$ cat config.mk
export PLATFORM = sky130hd
export DESIGN_NAME = photo_position_tracker_core_flat
export DESIGN_NICKNAME = d
export VERILOG_FILES = /design/src/sv/ppt_pkg.sv /design/src/sv/ppt_ifs.sv /design/src/sv/ppt_ram.sv /design/src/sv/photo_position_tracker_core.sv /design/src/flat_wrapper.sv
export VERILOG_INCLUDE_DIRS = /design/src /design/src/sv
export SDC_FILE = /design/constraint.sdc
export NUM_CORES = 1
export LEC_CHECK = 0
export BUFFER_PORTS_ARGS = -buffer_cell sky130_fd_sc_hd__buf_4
export CAP_MARGIN = 25
export CORE_MARGIN = 2
export CORE_UTILIZATION = 38
export CTS_CLUSTER_DIAMETER = 200
export DETAILED_ROUTE_END_ITERATION = 16
export MAX_ROUTING_LAYER = met4
export REMOVE_ABC_BUFFERS = 1
export SLEW_MARGIN = 40
export SYNTH_ARGS = -nofsm -noshare
export SYNTH_HDL_FRONTEND = slang
export SYNTH_SLANG_ARGS = --single-unit
$ cat constraint.sdc
create_clock -name i_clk -period 6.72 [get_ports i_clk]
set_clock_uncertainty 0.05 [all_clocks]
set_input_delay 0.672 -clock i_clk [delete_from_list [all_inputs] [get_ports i_clk]]
set_output_delay 0.672 -clock i_clk [all_outputs]
set_load 0.05 [all_outputs]
$ cat src/sv/assert_macros.svh
// assertion macros used by the rtl file photo_position_tracker_core.sv
// no dependencies; simulation gets the checks, synthesis gets empty bodies
`ifndef ASSERT_MACROS_SVH
`define ASSERT_MACROS_SVH

`ifndef SYNTHESIS

// concurrent check on the rising clock edge, off while reset is low
`define ASSERT_CLK(label, clk, rst_n, prop, msg) \
    label: assert property (@(posedge clk) disable iff (!(rst_n)) (prop)) else $error(msg);

// condition that must never be true at a rising clock edge
`define ASSERT_NEVER(label, clk, rst_n, cond, msg) \
    `ASSERT_CLK(label, clk, rst_n, !(cond), msg)

`else

`define ASSERT_CLK(label, clk, rst_n, prop, msg)

`define ASSERT_NEVER(label, clk, rst_n, cond, msg)

`endif

`endif

$ cat src/sv/ppt_pkg.sv
// package of the photo position tracker: widths, register indexes, types
// no dependencies
`timescale 1ns / 1ps
`default_nettype none

package ppt_pkg;

    localparam int PPT_QUEUE_SLOTS = 16;

    localparam int W_POS   = 16;
    localparam int W_HIGH  = 13;
    localparam int W_QCNT  = 4;
    localparam int W_CONF  = 9;
    localparam int W_FILT  = 8;
    localparam int W_LOCK  = 10;
    localparam int W_CIDX  = 3;
    localparam int W_CDATA = 16;

    localparam logic [W_HIGH-1:0] HIGH_TIME_MAX = 13'd5000;

    typedef logic [W_CIDX-1:0] t_cfg_idx;

    localparam t_cfg_idx CFG_COUNT_FILTER  = 3'd0;
    localparam t_cfg_idx CFG_RESET_FILTER  = 3'd1;
    localparam t_cfg_idx CFG_LOCKOUT_TICKS = 3'd2;
    localparam t_cfg_idx CFG_MAX_POSITION  = 3'd3;
    localparam t_cfg_idx CFG_SYSTEM_ENABLE = 3'd4;

    // debounce state of one sensor
    typedef struct packed {
        logic              stable;
        logic              candidate;
        logic [W_CONF-1:0] confirm;
        logic [W_HIGH-1:0] high;
    } t_deb;

    typedef struct packed {
        t_deb st;
        logic rise;
    } t_deb_out;

    // one result word
    typedef struct packed {
        logic              entry_valid;
        logic [W_POS-1:0]  entry_position;
        logic [W_POS-1:0]  entry_interval;
        logic [W_POS-1:0]  position;
        logic              homed;
        logic [W_POS-1:0]  lost_resets;
        logic [W_HIGH-1:0] reset_high_time;
        logic [W_HIGH-1:0] count_high_time;
        logic              dropped;
        logic [W_QCNT-1:0] queue_count;
    } t_result;

endpackage

`default_nettype wire

$ cat src/sv/ppt_ifs.sv
// channel interfaces of the photo position tracker: item, result, config write
// depends on ppt_pkg
`timescale 1ns / 1ps
`default_nettype none

interface ppt_item_if import ppt_pkg::*; ();
    logic valid;
    logic ready;
    logic kind;
    logic reset_pin;
    logic count_pin;

    modport source (output valid, kind, reset_pin, count_pin, input ready);
    modport sink   (input valid, kind, reset_pin, count_pin, output ready);
endinterface

interface ppt_result_if import ppt_pkg::*; ();
    logic              valid;
    logic              ready;
    logic              entry_valid;
    logic [W_POS-1:0]  entry_position;
    logic [W_POS-1:0]  entry_interval;
    logic [W_POS-1:0]  position;
    logic              homed;
    logic [W_POS-1:0]  lost_resets;
    logic [W_HIGH-1:0] reset_high_time;
    logic [W_HIGH-1:0] count_high_time;
    logic              dropped;
    logic [W_QCNT-1:0] queue_count;

    modport source (output valid, entry_valid, entry_position, entry_interval, position,
                    homed, lost_resets, reset_high_time, count_high_time, dropped,
                    queue_count, input ready);
    modport sink   (input valid, entry_valid, entry_position, entry_interval, position,
                    homed, lost_resets, reset_high_time, count_high_time, dropped,
                    queue_count, output ready);
endinterface

interface ppt_cfg_if import ppt_pkg::*; ();
    logic               valid;
    logic               ready;
    t_cfg_idx           index;
    logic [W_CDATA-1:0] data;

    modport source (output valid, index, data, input ready);
    modport sink   (input valid, index, data, output ready);
endinterface

`default_nettype wire

$ cat src/sv/ppt_ram.sv
// generic single write port, single read port ram with registered read data
// no dependencies
`timescale 1ns / 1ps
`default_nettype none

module ppt_ram #(
    parameter int WIDTH = 32,
    parameter int DEPTH = 16
) (
    input  wire logic                     i_clk,
    input  wire logic                     i_we,
    input  wire logic [$clog2(DEPTH)-1:0] i_waddr,
    input  wire logic [WIDTH-1:0]         i_wdata,
    input  wire logic                     i_re,
    input  wire logic [$clog2(DEPTH)-1:0] i_raddr,
    output logic      [WIDTH-1:0]         o_rdata
);

    logic [WIDTH-1:0] r_mem [DEPTH];

    always_ff @(posedge i_clk) begin
        if (i_we) begin
            r_mem[i_waddr] <= i_wdata;
        end
        if (i_re) begin
            o_rdata <= r_mem[i_raddr];
        end
    end

endmodule

`default_nettype wire

$ cat src/sv/photo_position_tracker_core.sv
// top level of the photo position tracker: debounce, position logic, entry queue
// depends on ppt_pkg, ppt_ifs, ppt_ram and assert_macros.svh
`timescale 1ns / 1ps
`default_nettype none
`include "assert_macros.svh"

// Photo position tracker. Every input word is either a sensor tick (kind 0),
// which debounces the reset and count sensor levels and updates position,
// homed, lost-reset count and high-time counters, or a read (kind 1), which
// pops the oldest {interval, position} entry from a ring queue held in a
// QUEUE_SLOTS deep ram (one slot always kept empty, so QUEUE_SLOTS-1 entries
// at most). One word is taken per clock while input ready is high; every
// word yields one result word, which passes the stage register (state update
// and registered ram read) and then a two-entry output buffer. All
// scalar state is updated in the cycle a word is accepted and the ram is
// written or read at that same edge, so a word never waits on the one before
// it. Input ready only drops while the stage register and the output buffer
// are both full, i.e. under back pressure on the result side. Configuration
// writes are always ready and should be issued only while no word is in
// flight; indexes beyond the register list are ignored.
module photo_position_tracker_core import ppt_pkg::*; #(
    parameter int QUEUE_SLOTS = PPT_QUEUE_SLOTS
) (
    input  wire logic    i_clk,
    input  wire logic    i_rst_n,
    ppt_item_if.sink     i_item,
    ppt_result_if.source o_result,
    ppt_cfg_if.sink      i_cfg
);

    localparam int PW = $clog2(QUEUE_SLOTS);
    localparam int FW = (PW > W_QCNT) ? PW : W_QCNT;

    typedef logic [PW-1:0] t_ptr;

    // configuration registers
    logic [W_FILT-1:0] r_count_filter;
    logic [W_FILT-1:0] r_reset_filter;
    logic [W_LOCK-1:0] r_lockout_ticks;
    logic [W_POS-1:0]  r_max_position;
    logic              r_system_enable;

    // tracker state
    t_deb              r_rst_deb, n_rst_deb;
    t_deb              r_cnt_deb, n_cnt_deb;
    logic [W_LOCK-1:0] r_lockout, n_lockout;
    logic [W_POS-1:0]  r_since, n_since;
    logic [W_POS-1:0]  r_pos, n_pos;
    logic              r_homed, n_homed;
    logic [W_POS-1:0]  r_lost, n_lost;
    t_ptr              r_head, n_head;
    t_ptr              r_tail, n_tail;

    // stage register between the update and the output buffer
    logic              r_s1_valid, n_s1_valid;
    t_result           r_s1, n_s1;

    // two-entry output buffer
    t_result           r_fifo [2];
    logic              r_wr_ptr;
    logic              r_rd_ptr;
    logic [1:0]        r_fifo_cnt;

    // ram interface
    logic              ram_we;
    logic              ram_re;
    logic [2*W_POS-1:0] ram_wdata;
    logic [2*W_POS-1:0] ram_rdata;

    logic              in_acc;
    logic              fifo_full;
    logic              s1_move;
    logic              out_pop;
    logic              push_ok;
    logic              dropped;
    t_deb_out          rst_step;
    t_deb_out          cnt_step;
    t_ptr              tail_next;
    logic [FW-1:0]     fill;
    t_result           s1_full;

    function automatic t_ptr ptr_inc(t_ptr p);
        t_ptr q;
        q = (p == t_ptr'(QUEUE_SLOTS - 1)) ? '0 : t_ptr'(p + t_ptr'(1));
        return q;
    endfunction

    // one debounce tick; rise flags an accepted rising edge
    function automatic t_deb_out deb_step(t_deb d, logic pin, logic [W_FILT-1:0] filt);
        t_deb_out          r;
        logic [W_CONF-1:0] conf;
        r      = '0;
        r.st   = d;
        r.rise = 1'b0;
        conf   = '0;
        if (d.stable != pin && d.confirm == '0) begin
            r.st.candidate = pin;
        end
        if (r.st.candidate == pin && r.st.candidate != d.stable) begin
            conf = d.confirm + W_CONF'(1);
            r.st.confirm = conf;
            if (conf > {1'b0, filt}) begin
                r.st.stable  = r.st.candidate;
                r.st.confirm = '0;
                if (r.st.candidate) begin
                    r.rise = 1'b1;
                end else begin
                    r.st.high = '0;
                end
            end
        end else begin
            r.st.candidate = d.stable;
            r.st.confirm   = '0;
        end
        if (r.st.stable) begin
            if (r.st.high >= HIGH_TIME_MAX - W_HIGH'(1)) begin
                r.st.high = HIGH_TIME_MAX;
            end else begin
                r.st.high = r.st.high + W_HIGH'(1);
            end
        end
        return r;
    endfunction

    // handshakes
    assign fifo_full      = (r_fifo_cnt == 2'd2);
    assign s1_move        = r_s1_valid && !fifo_full;
    assign i_item.ready   = !r_s1_valid || !fifo_full;
    assign in_acc         = i_item.valid && i_item.ready;
    assign o_result.valid = (r_fifo_cnt != 2'd0);
    assign out_pop        = o_result.valid && o_result.ready;
    assign i_cfg.ready    = 1'b1;

    // configuration writes
    always_ff @(posedge i_clk) begin
        if (!i_rst_n) begin
            r_count_filter  <= W_FILT'(2);
            r_reset_filter  <= W_FILT'(5);
            r_lockout_ticks <= W_LOCK'(50);
            r_max_position  <= '0;
            r_system_enable <= 1'b0;
        end else if (i_cfg.valid) begin
            unique case (i_cfg.index)
                CFG_COUNT_FILTER:  r_count_filter  <= i_cfg.data[W_FILT-1:0];
                CFG_RESET_FILTER:  r_reset_filter  <= i_cfg.data[W_FILT-1:0];
                CFG_LOCKOUT_TICKS: r_lockout_ticks <= i_cfg.data[W_LOCK-1:0];
                CFG_MAX_POSITION:  r_max_position  <= i_cfg.data[W_POS-1:0];
                CFG_SYSTEM_ENABLE: r_system_enable <= i_cfg.data[0];
                default: begin
                end
            endcase
        end
    end

    // per-word state update, ram write on push and ram read on pop
    always_comb begin
        n_rst_deb = r_rst_deb;
        n_cnt_deb = r_cnt_deb;
        n_lockout = r_lockout;
        n_since   = r_since;
        n_pos     = r_pos;
        n_homed   = r_homed;
        n_lost    = r_lost;
        n_head    = r_head;
        n_tail    = r_tail;
        ram_re    = 1'b0;
        ram_we    = 1'b0;
        push_ok   = 1'b0;
        dropped   = 1'b0;
        tail_next = ptr_inc(r_tail);
        rst_step  = deb_step(r_rst_deb, i_item.reset_pin, r_reset_filter);
        cnt_step  = deb_step(r_cnt_deb, i_item.count_pin, r_count_filter);
        if (in_acc) begin
            if (i_item.kind) begin
                // pop: pointer moves first, then the slot it lands on is read
                if (r_head != r_tail) begin
                    n_head = ptr_inc(r_head);
                    ram_re = 1'b1;
                end
            end else begin
                n_since = r_since + W_POS'(1);
                if (r_lockout != '0) begin
                    n_lockout = r_lockout - W_LOCK'(1);
                end
                n_rst_deb = rst_step.st;
                if (rst_step.rise) begin
                    n_homed = 1'b1;
                    n_pos   = '0;
                    n_lost  = '0;
                end
                n_cnt_deb = cnt_step.st;
                if (cnt_step.rise && n_lockout == '0) begin
                    n_lockout = r_lockout_ticks;
                    n_pos     = n_pos + W_POS'(1);
                    if (tail_next == r_head) begin
                        dropped = 1'b1;
                    end else begin
                        n_tail  = tail_next;
                        ram_we  = 1'b1;
                        push_ok = 1'b1;
                    end
                    if (n_pos > r_max_position && r_system_enable) begin
                        n_lost = n_lost + W_POS'(1);
                    end
                end
            end
        end
    end

    // interval includes the current tick, written before since_last clears
    assign ram_wdata = {n_since, n_pos};

    ppt_ram #(
        .WIDTH (2 * W_POS),
        .DEPTH (QUEUE_SLOTS)
    ) u_entry_ram (
        .i_clk   (i_clk),
        .i_we    (ram_we),
        .i_waddr (n_tail),
        .i_wdata (ram_wdata),
        .i_re    (ram_re),
        .i_raddr (n_head),
        .o_rdata (ram_rdata)
    );

    // fill level after this word, masked to the field width
    always_comb begin
        if (n_tail >= n_head) begin
            fill = FW'(n_tail) - FW'(n_head);
        end else begin
            fill = FW'(n_tail) + FW'(QUEUE_SLOTS) - FW'(n_head);
        end
    end

    // result fields known at accept time; entry data follows from the ram
    always_comb begin
        n_s1                 = '0;
        n_s1.entry_valid     = ram_re;
        n_s1.position        = (cnt_step.rise && push_ok) ? n_pos : n_pos;
        n_s1.homed           = n_homed;
        n_s1.lost_resets     = n_lost;
        n_s1.reset_high_time = n_rst_deb.high;
        n_s1.count_high_time = n_cnt_deb.high;
        n_s1.dropped         = dropped;
        n_s1.queue_count     = fill[W_QCNT-1:0];
    end

    always_comb begin
        if (in_acc) begin
            n_s1_valid = 1'b1;
        end else if (s1_move) begin
            n_s1_valid = 1'b0;
        end else begin
            n_s1_valid = r_s1_valid;
        end
    end

    always_comb begin
        s1_full = r_s1;
        if (r_s1.entry_valid) begin
            s1_full.entry_position = ram_rdata[W_POS-1:0];
            s1_full.entry_interval = ram_rdata[2*W_POS-1:W_POS];
        end else begin
            s1_full.entry_position = '0;
            s1_full.entry_interval = '0;
        end
    end

    always_ff @(posedge i_clk) begin
        if (!i_rst_n) begin
            r_rst_deb  <= '0;
            r_cnt_deb  <= '0;
            r_lockout  <= '0;
            r_since    <= '0;
            r_pos      <= '0;
            r_homed    <= 1'b0;
            r_lost     <= '0;
            r_head     <= '0;
            r_tail     <= '0;
            r_s1_valid <= 1'b0;
        end else begin
            r_rst_deb  <= n_rst_deb;
            r_cnt_deb  <= n_cnt_deb;
            r_lockout  <= n_lockout;
            r_since    <= (cnt_step.rise && n_lockout == r_lockout_ticks && in_acc
                           && !i_item.kind && (push_ok || dropped)) ? '0 : n_since;
            r_pos      <= n_pos;
            r_homed    <= n_homed;
            r_lost     <= n_lost;
            r_head     <= n_head;
            r_tail     <= n_tail;
            r_s1_valid <= n_s1_valid;
        end
    end

    // stage payload, held while the output buffer is full
    always_ff @(posedge i_clk) begin
        if (in_acc) begin
            r_s1 <= n_s1;
        end
    end

    // output buffer
    always_ff @(posedge i_clk) begin
        if (!i_rst_n) begin
            r_wr_ptr   <= 1'b0;
            r_rd_ptr   <= 1'b0;
            r_fifo_cnt <= 2'd0;
        end else begin
            if (s1_move) begin
                r_wr_ptr <= ~r_wr_ptr;
            end
            if (out_pop) begin
                r_rd_ptr <= ~r_rd_ptr;
            end
            r_fifo_cnt <= r_fifo_cnt + 2'(s1_move) - 2'(out_pop);
        end
    end

    always_ff @(posedge i_clk) begin
        if (s1_move) begin
            r_fifo[r_wr_ptr] <= s1_full;
        end
    end

    assign o_result.entry_valid     = r_fifo[r_rd_ptr].entry_valid;
    assign o_result.entry_position  = r_fifo[r_rd_ptr].entry_position;
    assign o_result.entry_interval  = r_fifo[r_rd_ptr].entry_interval;
    assign o_result.position        = r_fifo[r_rd_ptr].position;
    assign o_result.homed           = r_fifo[r_rd_ptr].homed;
    assign o_result.lost_resets     = r_fifo[r_rd_ptr].lost_resets;
    assign o_result.reset_high_time = r_fifo[r_rd_ptr].reset_high_time;
    assign o_result.count_high_time = r_fifo[r_rd_ptr].count_high_time;
    assign o_result.dropped         = r_fifo[r_rd_ptr].dropped;
    assign o_result.queue_count     = r_fifo[r_rd_ptr].queue_count;

    // checks

    // buffer never overfills: the stage holds while both entries are taken
    `ASSERT_NEVER(a_fifo_over, i_clk, i_rst_n, r_fifo_cnt == 2'd3, "output buffer overflow")

    // once homed, only reset clears it
    `ASSERT_CLK(a_homed_sticky, i_clk, i_rst_n, r_homed |=> r_homed, "homed flag cleared")

    // a held stage word keeps its ram data: no new read while it waits
    `ASSERT_CLK(a_s1_hold, i_clk, i_rst_n, (r_s1_valid && fifo_full) |-> !ram_re,
                "ram read while stage word waits")

    // high-time counters stay within their saturation limit
    `ASSERT_NEVER(a_high_sat, i_clk, i_rst_n,
                  r_rst_deb.high > HIGH_TIME_MAX || r_cnt_deb.high > HIGH_TIME_MAX,
                  "high-time counter above limit")

endmodule

`default_nettype wire

$ cat src/flat_wrapper.sv
// flat-port wrapper written by rule: the top's interface ports become plain ports
module photo_position_tracker_core_flat import ppt_pkg::*;
#(
    parameter int QUEUE_SLOTS = PPT_QUEUE_SLOTS
)
  (i_clk, i_rst_n, i_item_valid, i_item_kind, i_item_reset_pin, i_item_count_pin, i_item_ready, o_result_valid, o_result_entry_valid, o_result_entry_position, o_result_entry_interval, o_result_position, o_result_homed, o_result_lost_resets, o_result_reset_high_time, o_result_count_high_time, o_result_dropped, o_result_queue_count, o_result_ready, i_cfg_valid, i_cfg_index, i_cfg_data, i_cfg_ready);
  ppt_item_if i_item_i ();
  ppt_result_if o_result_i ();
  ppt_cfg_if i_cfg_i ();
  input  wire logic i_clk;
  input  wire logic i_rst_n;
  input wire logic [$bits(i_item_i.valid)-1:0] i_item_valid;
  input wire logic [$bits(i_item_i.kind)-1:0] i_item_kind;
  input wire logic [$bits(i_item_i.reset_pin)-1:0] i_item_reset_pin;
  input wire logic [$bits(i_item_i.count_pin)-1:0] i_item_count_pin;
  output wire logic [$bits(i_item_i.ready)-1:0] i_item_ready;
  output wire logic [$bits(o_result_i.valid)-1:0] o_result_valid;
  output wire logic [$bits(o_result_i.entry_valid)-1:0] o_result_entry_valid;
  output wire logic [$bits(o_result_i.entry_position)-1:0] o_result_entry_position;
  output wire logic [$bits(o_result_i.entry_interval)-1:0] o_result_entry_interval;
  output wire logic [$bits(o_result_i.position)-1:0] o_result_position;
  output wire logic [$bits(o_result_i.homed)-1:0] o_result_homed;
  output wire logic [$bits(o_result_i.lost_resets)-1:0] o_result_lost_resets;
  output wire logic [$bits(o_result_i.reset_high_time)-1:0] o_result_reset_high_time;
  output wire logic [$bits(o_result_i.count_high_time)-1:0] o_result_count_high_time;
  output wire logic [$bits(o_result_i.dropped)-1:0] o_result_dropped;
  output wire logic [$bits(o_result_i.queue_count)-1:0] o_result_queue_count;
  input wire logic [$bits(o_result_i.ready)-1:0] o_result_ready;
  input wire logic [$bits(i_cfg_i.valid)-1:0] i_cfg_valid;
  input wire logic [$bits(i_cfg_i.index)-1:0] i_cfg_index;
  input wire logic [$bits(i_cfg_i.data)-1:0] i_cfg_data;
  output wire logic [$bits(i_cfg_i.ready)-1:0] i_cfg_ready;
  assign i_item_i.valid = i_item_valid;
  assign i_item_i.kind = i_item_kind;
  assign i_item_i.reset_pin = i_item_reset_pin;
  assign i_item_i.count_pin = i_item_count_pin;
  assign i_item_ready = i_item_i.ready;
  assign o_result_valid = o_result_i.valid;
  assign o_result_entry_valid = o_result_i.entry_valid;
  assign o_result_entry_position = o_result_i.entry_position;
  assign o_result_entry_interval = o_result_i.entry_interval;
  assign o_result_position = o_result_i.position;
  assign o_result_homed = o_result_i.homed;
  assign o_result_lost_resets = o_result_i.lost_resets;
  assign o_result_reset_high_time = o_result_i.reset_high_time;
  assign o_result_count_high_time = o_result_i.count_high_time;
  assign o_result_dropped = o_result_i.dropped;
  assign o_result_queue_count = o_result_i.queue_count;
  assign o_result_i.ready = o_result_ready;
  assign i_cfg_i.valid = i_cfg_valid;
  assign i_cfg_i.index = i_cfg_index;
  assign i_cfg_i.data = i_cfg_data;
  assign i_cfg_ready = i_cfg_i.ready;
  photo_position_tracker_core #(.QUEUE_SLOTS(QUEUE_SLOTS)) u_core (.i_clk(i_clk), .i_rst_n(i_rst_n), .i_item(i_item_i), .o_result(o_result_i), .i_cfg(i_cfg_i));
endmodule
==> results of run 1 <==
kinds of logic (layout without fill, tap and decap cells):
logic type,after synthesis,after routing
flip-flops,967,967
multiplexers,393,393
adder cells (fa/ha/maj),50,50
buffers and inverters,213,441
AO/OA/AOI/OAI,406,406
AND/OR/NAND/NOR,844,844
XOR/XNOR,65,65
other,1,1
layout make-up:
class / instances / area (sq um) / share of cell area
sequential: 967 / 27400 / 0.587
multi-input combinational: 1759 / 12300 / 0.264
clock buffer: 120 / 2620 / 0.0561
tap: 1391 / 1740 / 0.0373
timing repair buffer: 189 / 1570 / 0.0336
clock inverter: 67 / 728 / 0.0156
inverter: 65 / 256 / 0.00550
per-layer routing:
| metal | wire length (um) | vias to the layer above | GRT usage | part of all wire |
|---|---|---|---|---|
| li1 | - | 11300 | - | - |
| met1 | 42500 | 11900 | 0.235 | 0.46 |
| met2 | 43800 | 546 | 0.276 | 0.47 |
| met3 | 4330 | 139 | 0.0252 | 0.047 |
| met4 | 2300 | 0 | 0.0557 | 0.025 |
| met5 | 0 | - | - | 0 |
power groups by stage:
stage	clock network (W)	registers [W]	logic, W
2_1_floorplan	0	0.00688	0.00161
3_3_place_gp	0	0.00689	0.00222
3_5_place_dp	0	0.00687	0.00227
4_1_cts	0.00570	0.00675	0.00228
5_1_grt	0.00596	0.00676	0.00243
6_report	0.00557	0.00674	0.00227
worst reg2reg max path, delay by kind of cell, from the launching register on:
| family | cells | cell delay [ps] |
|---|---|---|
| adders and majority gates | 4 | 1050 |
| buffers and inverters | 1 | 170 |
| AOI/OAI and AO/OA | 6 | 890 |
| xor gates and xnor gates | 2 | 280 |
| and+or+nand+nor | 15 | 3190 |
| DFF | 1 | 420 |
how the worst max path moves through the flow:
stage               cells after the start                               from                          end
CTS                                    28  u_core.r_rst_deb[13]$_SDFFE_PN0P_  u_core.r_lost[5]$_SDFF_PN0_
floorplan                              10    u_core.r_fifo_cnt[1]$_SDFF_PN0_     u_core.r_s1[3]$_DFFE_PP_
global route                           28  u_core.r_rst_deb[13]$_SDFFE_PN0P_  u_core.r_lost[5]$_SDFF_PN0_
global placement                       28  u_core.r_rst_deb[13]$_SDFFE_PN0P_  u_core.r_lost[5]$_SDFF_PN0_
detailed placement                     28  u_core.r_rst_deb[13]$_SDFFE_PN0P_  u_core.r_lost[5]$_SDFF_PN0_
finish                                 28  u_core.r_rst_deb[13]$_SDFFE_PN0P_  u_core.r_lost[5]$_SDFF_PN0_
per-stage QoR:
| stage | total power, W | cell area [sq um] | setup slack [ps] | hold WS, ps |
|---|---|---|---|---|
| 6_report | 0.0146 | 46600 | 585 | 230 |
| 5_1_grt | 0.0152 | 46600 | 28.5 | 201 |
| 4_1_cts | 0.0147 | 46600 | 466 | 186 |
| 3_5_place_dp | 0.00914 | 43300 | 490 | 380 |
| 3_3_place_gp | 0.00911 | 43000 | 490 | 372 |
| 2_1_floorplan | 0.00848 | 39600 | -3050 | 371 |
cell usage in the layout, fill, tap and decap left out, types with 84 or more instances in the layout:
cell type and count:
a21oi_1 126, buf_4 177, clkbuf_16 100, dfxtp_1 163, edfxtp_1 803, mux2_2 129
mux2i_1 263, nand2_1 376, nand3_1 101, nor2_1 84
timing repair:
| action | CTS | global route |
|---|---|---|
| hold endpoints to repair | 0 | 0 |
| buffers inserted | 0 | 0 |
| resized for setup | 0 | 2 |
| hold buffers | 0 | 0 |
| setup endpoints to repair | 0 | 8 |
registers in the layout, indices dropped and copies added, names as in the netlist, 2 cells and up, named ones only:
register                    flops
u_core.r_fifo                 194
u_core.r_max_position          16
u_core.r_head                   4
u_core.u_entry_ram.r_mem      512
u_core.r_cnt_deb               24
u_core.r_lost                  16
u_core.r_lockout               10
u_core.r_s1                    65
u_core.u_entry_ram.o_rdata     32
u_core.r_tail                   4
u_core.r_fifo_cnt               2
u_core.r_lockout_ticks         10
u_core.r_count_filter           8
u_core.r_since                 16
u_core.r_reset_filter           8
u_core.r_pos                   16
u_core.r_rst_deb               24
==> results by group, run 1 <==
Outcome
  • Status: complete, no violations

Cells and area
  • Layout cells sized above 1: 0.175
  • Finished Layout Cells: ~4600
  • # fillers: around 9500
  • # diodes: 0
  • Synth-to-Final Area Change: 16.0%
  • Fin nets: ~3200
  • Final core utilization: 0.444

Power and ir drop
  • Combinational power share: 0.156
  • Leak: 15.7 nW
  • Internal power: between 0.01 and 0.015 W
  • Peak VDD IR: ~0.23 mV
  • P_sw: between 0.003 and 0.004 W
  • Switching share of total power: 0.270
  • Sequential share of power: 0.462
  • Clock share of power: 0.382
  • Cell area power density: between 300 and 400 nW/um^2

Placed design
  • Port Buffers: around 130
  • Inst Count DP: about 4400
  • RePlAce Congestion: roughly 0.84
  • Post-DP HPWL: between 50 and 60 mm

Hold path
  • Tightest Hold Check Type: primary input to flop
  • Hold EP: u_core.r_max_position[14]$_SDFFE_PN0P_
  • HP Start: i_cfg_data[14]
  • Hold-critical path depth: 3

Yosys
  • Yosys cell types: 77
  • Cell area after synthesis: roughly 40000 sq um
  • Most frequent cell after synthesis: edfxtp_1
  • Compound-Gate Fraction of Synth Area: 0.0650
  • YS warnings: 0
  • Post-synthesis sequential area ratio: 0.681
  • Synth Area in XOR/XNOR: 0.0142
  • Synthesized instance count: 2939
  • Largest family of logic cells by synthesized area: multiplexers
  • Synth cell count leaders: 803 x edfxtp_1, 376 x nand2_1, 263 x mux2i_1
  • Largest area contributor in the netlist: edfxtp_1
  • Synth Register Bits: roughly 970
  • Multiplexer share of the synthesized area: 0.102
  • Simple logic cell fraction of the synthesized area: 0.101
  • Main synth FF type: edfxtp_1
  • FFs w/ async S/R, synth: 0
  • Share of the synthesized area in the top cell type: 0.599
  • EDFF count, synth: 803
  • Adder-Cell Fraction of Synth Area: 0.0157
  • Synth top area cells: edfxtp_1 60%, dfxtp_1 8.2%, mux2i_1 6.5%
  • Avg Cell Area, Syn: 13.7 sq um

Die
  • Starting Density: 0.383
  • Core Rows: 119
  • Core area: between 100000 and 150000 sq um
  • Die height: 329 um
  • I/O Pins: ~130
  • Die area: around 110000 sq um
  • Die Wd: 329 um

Critical path
  • CP max FO: 6
  • Critical Path RT: between 7000 and 8000 ps
  • R2R setup slack: around 600 ps
  • Worst stage delay on the critical path: 450 ps
  • Worst Path Buf+Inv: 1
  • Top delay family on crit path: simple AND/OR/NAND/NOR gates
  • Register-to-Register Path Depth: 28
  • Worst EP arrival: ~6700 ps
  • Worst R2R End: u_core.r_lost[5]$_SDFF_PN0_
  • Worst path slowest cell: or3_1
  • Critical Path Source Type: flop
  • Launching point of the worst reg2reg path: u_core.r_rst_deb[13]$_SDFFE_PN0P_
  • Crit. End Element: flop
  • Setup Crit Path Kind: flop to flop

Clocking
  • CTS H-Tree Depth: 3
  • Clk sinks: between 900 and 1000
  • CTS tree: done
  • Clk Latency, worst-skew pair: ~670 ps
  • Num CTS Buffers: around 100
  • Clk slew on worst S/H paths: 70 ps
  • Clock root buffer: clkbuf_16
  • CTS Buffer Depth: 3

Global routing
  • Pin count of the biggest net entering global routing: between 70 and 80
  • Initial antenna violation count: 0
  • Grt total ovfl: 0
  • GRT Util Overall: 0.176
  • Vias in the first global route: 23300
  • Global-route wire length before repair: between 100 and 150 mm

Route
  • Routed WL: ~93 mm
  • DRC viols: 0
  • Vias: around 24000
  • Final ANT Viol Nets: 0
  • Via density: ~5.2
  • DRT Pass-1 Iters: 5
  • Wirelength per Cell: roughly 20 um
  • Initial DRC count: approximately 1700

STA
  • Achievable frequency: approximately 160 MHz
  • Worst slew pin tran: approximately 800 ps
  • Final slew viol count: 0
  • Final Critical Period: ~6100 ps
  • Final setup viols: 0
  • RSZ-0062 raised after global routing: no
  • Final hold violation count: 0
  • Rel. slew slack: 0.461
  • Post-Route Setup TNS: 0 ps
  • Period Utilization, post-route: 0.913

Run
  • Max cap viols: 0
Note: power is estimated with default switching activity, not from simulation.
==> run 2: changes to the inputs <==
--- a/config.mk
+++ b/config.mk
@@ -12,2 +12,3 @@
 export CORE_UTILIZATION = 38
+export CTS_BUF_LIST = sky130_fd_sc_hd__clkbuf_4 sky130_fd_sc_hd__clkbuf_8 sky130_fd_sc_hd__clkbuf_16
 export CTS_CLUSTER_DIAMETER = 200
--- a/constraint.sdc
+++ b/constraint.sdc
@@ -4,2 +4,2 @@
 set_output_delay 0.672 -clock i_clk [all_outputs]
-set_load 0.05 [all_outputs]
+set_load 0.02 [all_outputs]
==> results by group, run 2 (synthesis gave the netlist of run 1 again) <==
Outcome
  • Status: complete, no violations

Die
  • Core area: 105000 sq um (unchanged)
  • Starting Density: 0.383 (unchanged)
  • Die area: 108000 sq um (unchanged)
  • Die height: 329 um (unchanged)
  • Core Rows: 119 (unchanged)
  • I/O Pins: 127 (unchanged)
  • Die Wd: 329 um (unchanged)

Clocking
  • CTS Buffer Depth: 3 (unchanged)
  • CTS tree: done
  • CTS H-Tree Depth: 3 (unchanged)
  • Clock root buffer: clkbuf_16
  • Num CTS Buffers: 99 (unchanged)
  • Clk slew on worst S/H paths: 70 ps (about the same)
  • Clk Latency, worst-skew pair: 670 ps (about the same)
  • Clk sinks: 967 (unchanged)

Global routing
  • GRT Util Overall: 0.176 (about the same)
  • Pin count of the biggest net entering global routing: 76 (unchanged)
  • Vias in the first global route: 23200 (-0.026%)
  • Grt total ovfl: 0 (unchanged)
  • Initial antenna violation count: 0 (unchanged)
  • Global-route wire length before repair: 142 mm (about the same)

Cells and area
  • Area taken by multi-input logic gates: 12300 sq um (unchanged)
  • Most frequent cells in the layout: 803 x edfxtp_1, 376 x nand2_1, 263 x mux2i_1
  • Fin nets: 3158 (unchanged)
  • Sequential cell area: 27400 sq um (unchanged)
  • Cell area after layout: 46700 sq um (+0.13%)
  • Max reg flops: 512 (unchanged)
  • Top Registers: u_core.u_entry_ram.r_mem (512), u_core.r_fifo (194), u_core.r_s1 (65)
  • Final core utilization: 0.444 (+0.000571)
  • Most common cell after layout, fill and taps aside: edfxtp_1
  • # fillers: 9547 (+0.010%)
  • Layout cells sized above 1: 0.180 (+0.00505)
  • Synth-to-Final Area Change: 16.1%
  • Biggest register: u_core.u_entry_ram.r_mem
  • # diodes: 0 (unchanged)

Power and ir drop
  • Cell area power density: 306 nW/um^2 (-2.2%)
  • Peak VDD IR: 0.192 mV (-18%)
  • Leak: 15.7 nW (+0.35%)

Critical path
  • Crit. End Element: flop
  • CP max FO: 6 (unchanged)
  • Worst path slowest cell: or3_1
  • Setup Crit Path Kind: flop to flop
  • Critical Path RT: 7250 ps (about the same)
  • Worst EP arrival: 6660 ps (about the same)
  • Worst stage delay on the critical path: 450 ps (about the same)
  • Critical Path Source Type: flop

STA
  • Final slew viol count: 0 (unchanged)
  • Final hold violation count: 0 (unchanged)
  • Achievable frequency: 163 MHz (about the same)
  • Rel. slew slack: 0.459 (-0.00220)
  • Final Critical Period: 6130 ps (-4.11 ps)
  • Worst slew pin tran: 806 ps (+3.28 ps)
  • RSZ-0062 raised after global routing: no
  • Final setup viols: 0 (unchanged)
  • Period Utilization, post-route: 0.912 (about the same)

Route
  • Routed WL: 93.0 mm (about the same)
  • Final ANT Viol Nets: 0 (unchanged)
  • Wirelength per Cell: 20.4 um (about the same)
  • Vias: 23900 (+0.13%)
  • Initial DRC count: 1647 (-0.84%)
  • DRT Pass-1 Iters: 5 (unchanged)
  • Via density: 5.24 (+0.13%)
  • DRC viols: 0 (unchanged)

Hold path
  • Tightest Hold Check Type: primary input to flop

Placed design
  • RePlAce Congestion: 0.841 (unchanged)
  • Placed inst area: 43300 sq um (unchanged)
  • Port Buffers: 125 (unchanged)
  • Post-DP HPWL: 55.1 mm (unchanged)

Run
  • Max cap viols: 0 (unchanged)
-- run 2: per-stage QoR --
stage,hold WS [ps],total power [W],TNS [ps],cells,setup slack (ps)
detailed placement,380,0.00879,0,4371,490
global placement,372,0.00875,0,4364,490
global route,201,0.0149,0,4558,28.5
floorplan,371,0.00813,-90590,2791,-2850
finish,224,0.0143,0,4558,589
CTS,186,0.0144,0,4558,466
-- run 2: worst max-delay path, delay by kind of cell, from the launching register on --
| kind | cells | cell delay [ps] |
|---|---|---|
| AO/OA/AOI/OAI | 6 | 890 |
| XOR/XNOR | 2 | 280 |
| adder cells (fa/ha/maj) | 4 | 1050 |
| buffers and inverters | 1 | 170 |
| flip-flops | 1 | 420 |
| AND/OR/NAND/NOR | 15 | 3160 |
-- run 2: cell type report --
| type | instances | area share |
|---|---|---|
| clock inverter | 67 | 0.0156 |
| multi-input combinational | 1759 | 0.264 |
| timing repair buffer | 189 | 0.0335 |
| clock buffer | 120 | 0.0573 |
| sequential | 967 | 0.587 |
| tap | 1391 | 0.0373 |
| inverter | 65 | 0.00549 |
-- run 2: path summary, 6_finish.rpt --
check                               startpoint                                endpoint  slack, ps  cells past startpoint
min reg2reg          u_core.r_s1[51]$_DFFE_PP_          u_core.r_fifo[0][51]$_DFFE_PP_        390                      0
max reg2reg  u_core.r_rst_deb[13]$_SDFFE_PN0P_             u_core.r_lost[5]$_SDFF_PN0_        590                     28
min                             i_cfg_data[14]  u_core.r_max_position[14]$_SDFFE_PN0P_        220                      3
max          u_core.r_rst_deb[13]$_SDFFE_PN0P_             u_core.r_lost[5]$_SDFF_PN0_        590                     28
-- run 2: repair_timing --
item / CTS / global route
hold buffers: 0 / 0
setup buffers: 0 / 0
resized for setup: 0 / 2
endpoints found under the setup margin: 0 / 8
-- run 2: power by group --
| group | internal (W) | switching (W) | total [W] |
|---|---|---|---|
| combinational | 0.000785 | 0.00112 | 0.00191 |
| sequential | 0.00662 | 0.000122 | 0.00674 |
| clock | 0.00329 | 0.00234 | 0.00564 |
-- run 2: routing by layer --
metal	wire, um	vias up	track usage	share of wire
met5	0	-	-	0
met4	2280	0	0.0557	0.025
met3	4740	135	0.0252	0.051
met2	43900	589	0.277	0.47
met1	42100	11900	0.235	0.45
li1	-	11300	-	-
==> run 3: changes to the inputs <==
Clock period 6.72 ns to 7.46 ns, I/O delays scaled along.
==> results by group, run 3 (synthesis gave the netlist of run 1 again) <==
Outcome
  • Status: complete, no violations

Placed design
  • Placed inst area: 43100 sq um (-0.29%)
  • Inst Count DP: 4360 (-0.25%)
  • Pre-CTS WS: 502 ps (+12.3 ps)
  • Post-DP HPWL: 55.1 mm (about the same)
  • Port Buffers: 125 (unchanged)
  • RePlAce Congestion: 0.839 (-0.23%)

Power and ir drop
  • Internal power: 0.00976 W (-8.8%)
  • Pwr Total: 0.0129 W (-9.4%)
  • Switching share of total power: 0.246 (-0.00518)
  • Combinational power share: 0.128 (-0.006)
  • Sequential share of power: 0.470 (-0.002)
  • Clock share of power: 0.401 (+0.007)
  • Peak VDD IR: 0.185 mV (-3.4%)
  • Cell area power density: 277 nW/um^2 (-9.3%)
  • Leak: 15.7 nW (about the same)
  • P_sw: 0.00318 W (-11%)

Die
  • I/O Pins: 127 (unchanged)
  • Die Wd: 329 um (unchanged)
  • Core area: 105000 sq um (unchanged)
  • Core Rows: 119 (unchanged)
  • Die height: 329 um (unchanged)
  • Starting Density: 0.383 (unchanged)
  • Die area: 108000 sq um (unchanged)

Critical path
  • Critical Path Source Type: flop
  • CP max FO: 7 (+1)
  • Worst R2R End: u_core.r_lost[5]$_SDFF_PN0_
  • Worst EP arrival: 7230 ps (+570 ps)
  • Launching point of the worst reg2reg path: u_core.r_rst_deb[13]$_SDFFE_PN0P_
  • Setup Crit Path Kind: flop to flop
  • R2R setup slack: 750 ps (+160 ps)
  • Register-to-Register Path Depth: 26 (-7.1%)
  • Crit. End Element: flop
  • Critical Path RT: 7980 ps (+730 ps)

Global routing
  • Vias in the first global route: 23000 (-0.90%)
  • Initial antenna violation count: 0 (unchanged)
  • Pin count of the biggest net entering global routing: 104 (+37%)
  • Grt total ovfl: 0 (unchanged)
  • GRT Util Overall: 0.174 (-0.00167)
  • Global-route wire length before repair: 140 mm (-1.0%)

Clocking
  • Clk Latency, worst-skew pair: 670 ps (about the same)
  • CTS Buffer Depth: 3 (unchanged)
  • Clk slew on worst S/H paths: 60 ps (about the same)
  • CTS tree: done
  • Clk sinks: 967 (unchanged)
  • CTS H-Tree Depth: 3 (unchanged)
  • Num CTS Buffers: 99 (unchanged)
  • Setup Fix Bufs, Post-CTS: 0 (unchanged)
  • Clock root buffer: clkbuf_16

Cells and area
  • Finished Layout Cells: 4549 (-0.20%)
  • Sequential cell area: 27400 sq um (unchanged)
  • Layout cells sized above 1: 0.177 (-0.00292)
  • Most common cell after layout, fill and taps aside: edfxtp_1
  • Max reg flops: 512 (unchanged)
  • Fin nets: 3148 (-0.32%)
  • Area taken by multi-input logic gates: 12300 sq um (-0.14%)
  • Synth-to-Final Area Change: 16.0% (about the same)
  • Most frequent cells in the layout: 803 x edfxtp_1, 376 x nand2_1, 263 x mux2i_1
  • # fillers: 9438 (-1.1%)
  • Cell area after layout: 46700 sq um (about the same)
  • Biggest register: u_core.u_entry_ram.r_mem
  • Top Registers: u_core.u_entry_ram.r_mem (512), u_core.r_fifo (194), u_core.r_s1 (65)

Route
  • Via density: 5.19 (-0.95%)
  • DRT Pass-1 Iters: 5 (unchanged)
  • Wirelength per Cell: 20.3 um (-0.68%)
  • DRC viols: 0 (unchanged)
  • Initial DRC count: 1751 (+6.3%)
  • Routed WL: 92.2 mm (-0.88%)
  • Final ANT Viol Nets: 0 (unchanged)
  • Vias: 23600 (-1.1%)

STA
  • Final setup viols: 0 (unchanged)
  • Final Critical Period: 6710 ps (+581 ps)
  • Rel. slew slack: 0.453 (-0.00563)
  • Post-Route Setup TNS: 0 ps (unchanged)
  • RSZ-0062 raised after global routing: no
  • Worst slew pin tran: 820 ps (+13.9 ps)
  • Final slew viol count: 0 (unchanged)
  • Period Utilization, post-route: 0.900 (-0.0126)
  • Achievable frequency: 149 MHz (-8.7%)
  • Final hold violation count: 0 (unchanged)
  • Final worst slack: 748 ps (+159 ps)

Hold path
  • Hold-critical path depth: 3 (unchanged)
  • Tightest Hold Check Type: primary input to flop
  • Hold EP: u_core.r_reset_filter[0]$_SDFFE_PN1P_
  • HP Start: i_cfg_data[0]

Run
  • Max cap viols: 0 (unchanged)
[run 3: final cells by class]
type                       count  share of cell area
timing repair buffer         179              0.0313
inverter                      65             0.00536
antenna                        1           0.0000536
clock buffer                 125              0.0585
clock inverter                62              0.0163
tap                         1391              0.0373
sequential                   967               0.587
multi-input combinational   1759               0.264
[run 3: worst max-delay path, cell delays in order, from the launching register on]
cell and delay (ps):
dfxtp_1 430, ha_1 210, nand3_1 160, nor2_1 180
xor2_1 230, ha_1 290, a21oi_1 180, o221ai_1 200
o2111a_1 340, nor2_1 180, and2_1 200, ha_1 270
nand2_1 90, nor3_1 350, and3_1 300, and3_1 250
xnor2_1 140, nor2_1 60, ha_1 350, nand4_1 120
a211oi_1 250, o22ai_1 130, a21boi_2 280, nand4_1 360
or2_1 380, or4_1 440, a31oi_1 190
[run 3: worst max-delay path by stage]
| stage | start | slack, ps | end | cells past startpoint |
|---|---|---|---|---|
| after floorplan | i_item_valid | -2190 | u_core.r_s1[3]$_DFFE_PP_ | 9 |
| after global placement | u_core.r_rst_deb[13]$_SDFFE_PN0P_ | 650 | u_core.r_lost[5]$_SDFF_PN0_ | 27 |
| after detailed placement | u_core.r_rst_deb[13]$_SDFFE_PN0P_ | 500 | u_core.r_lost[5]$_SDFF_PN0_ | 26 |
| after CTS | u_core.r_rst_deb[13]$_SDFFE_PN0P_ | 470 | u_core.r_lost[5]$_SDFF_PN0_ | 27 |
| after global routing | u_core.r_rst_deb[13]$_SDFFE_PN0P_ | 190 | u_core.r_lost[5]$_SDFF_PN0_ | 27 |
| final | u_core.r_rst_deb[13]$_SDFFE_PN0P_ | 750 | u_core.r_lost[5]$_SDFF_PN0_ | 26 |
[run 3: power by group through the flow]
stage	Clock [W]	Sequential (W)	Combinational, W
after floorplan	0	0.00620	0.00113
after global routing	0.00553	0.00610	0.00184
after CTS	0.00530	0.00609	0.00168
after global placement	0	0.00620	0.00167
after detailed placement	0	0.00620	0.00167
final	0.00519	0.00609	0.00166
[run 3: metal layers]
| metal | global-route usage | wire length, um | vias to the layer above | share of wire |
|---|---|---|---|---|
| met5 | - | 0 | - | 0 |
| met2 | 0.279 | 43700 | 520 | 0.47 |
| met3 | 0.0260 | 4690 | 137 | 0.051 |
| met4 | 0.0505 | 2070 | 0 | 0.022 |
| li1 | - | - | 11300 | - |
| met1 | 0.230 | 41700 | 11700 | 0.45 |
[run 3: stage by stage]
stage,util,hold slack (ps)
final,0.444,319
after global routing,0.444,307
after CTS,0.443,275
after detailed placement,0.410,380
after global placement,0.408,372
after floorplan,-,371
[run 3: repair_timing]
action	CTS	global route
hold buffers	0	0
hold endpoints to repair	0	0
endpoints found under the setup margin	0	3
gates resized for setup	0	2
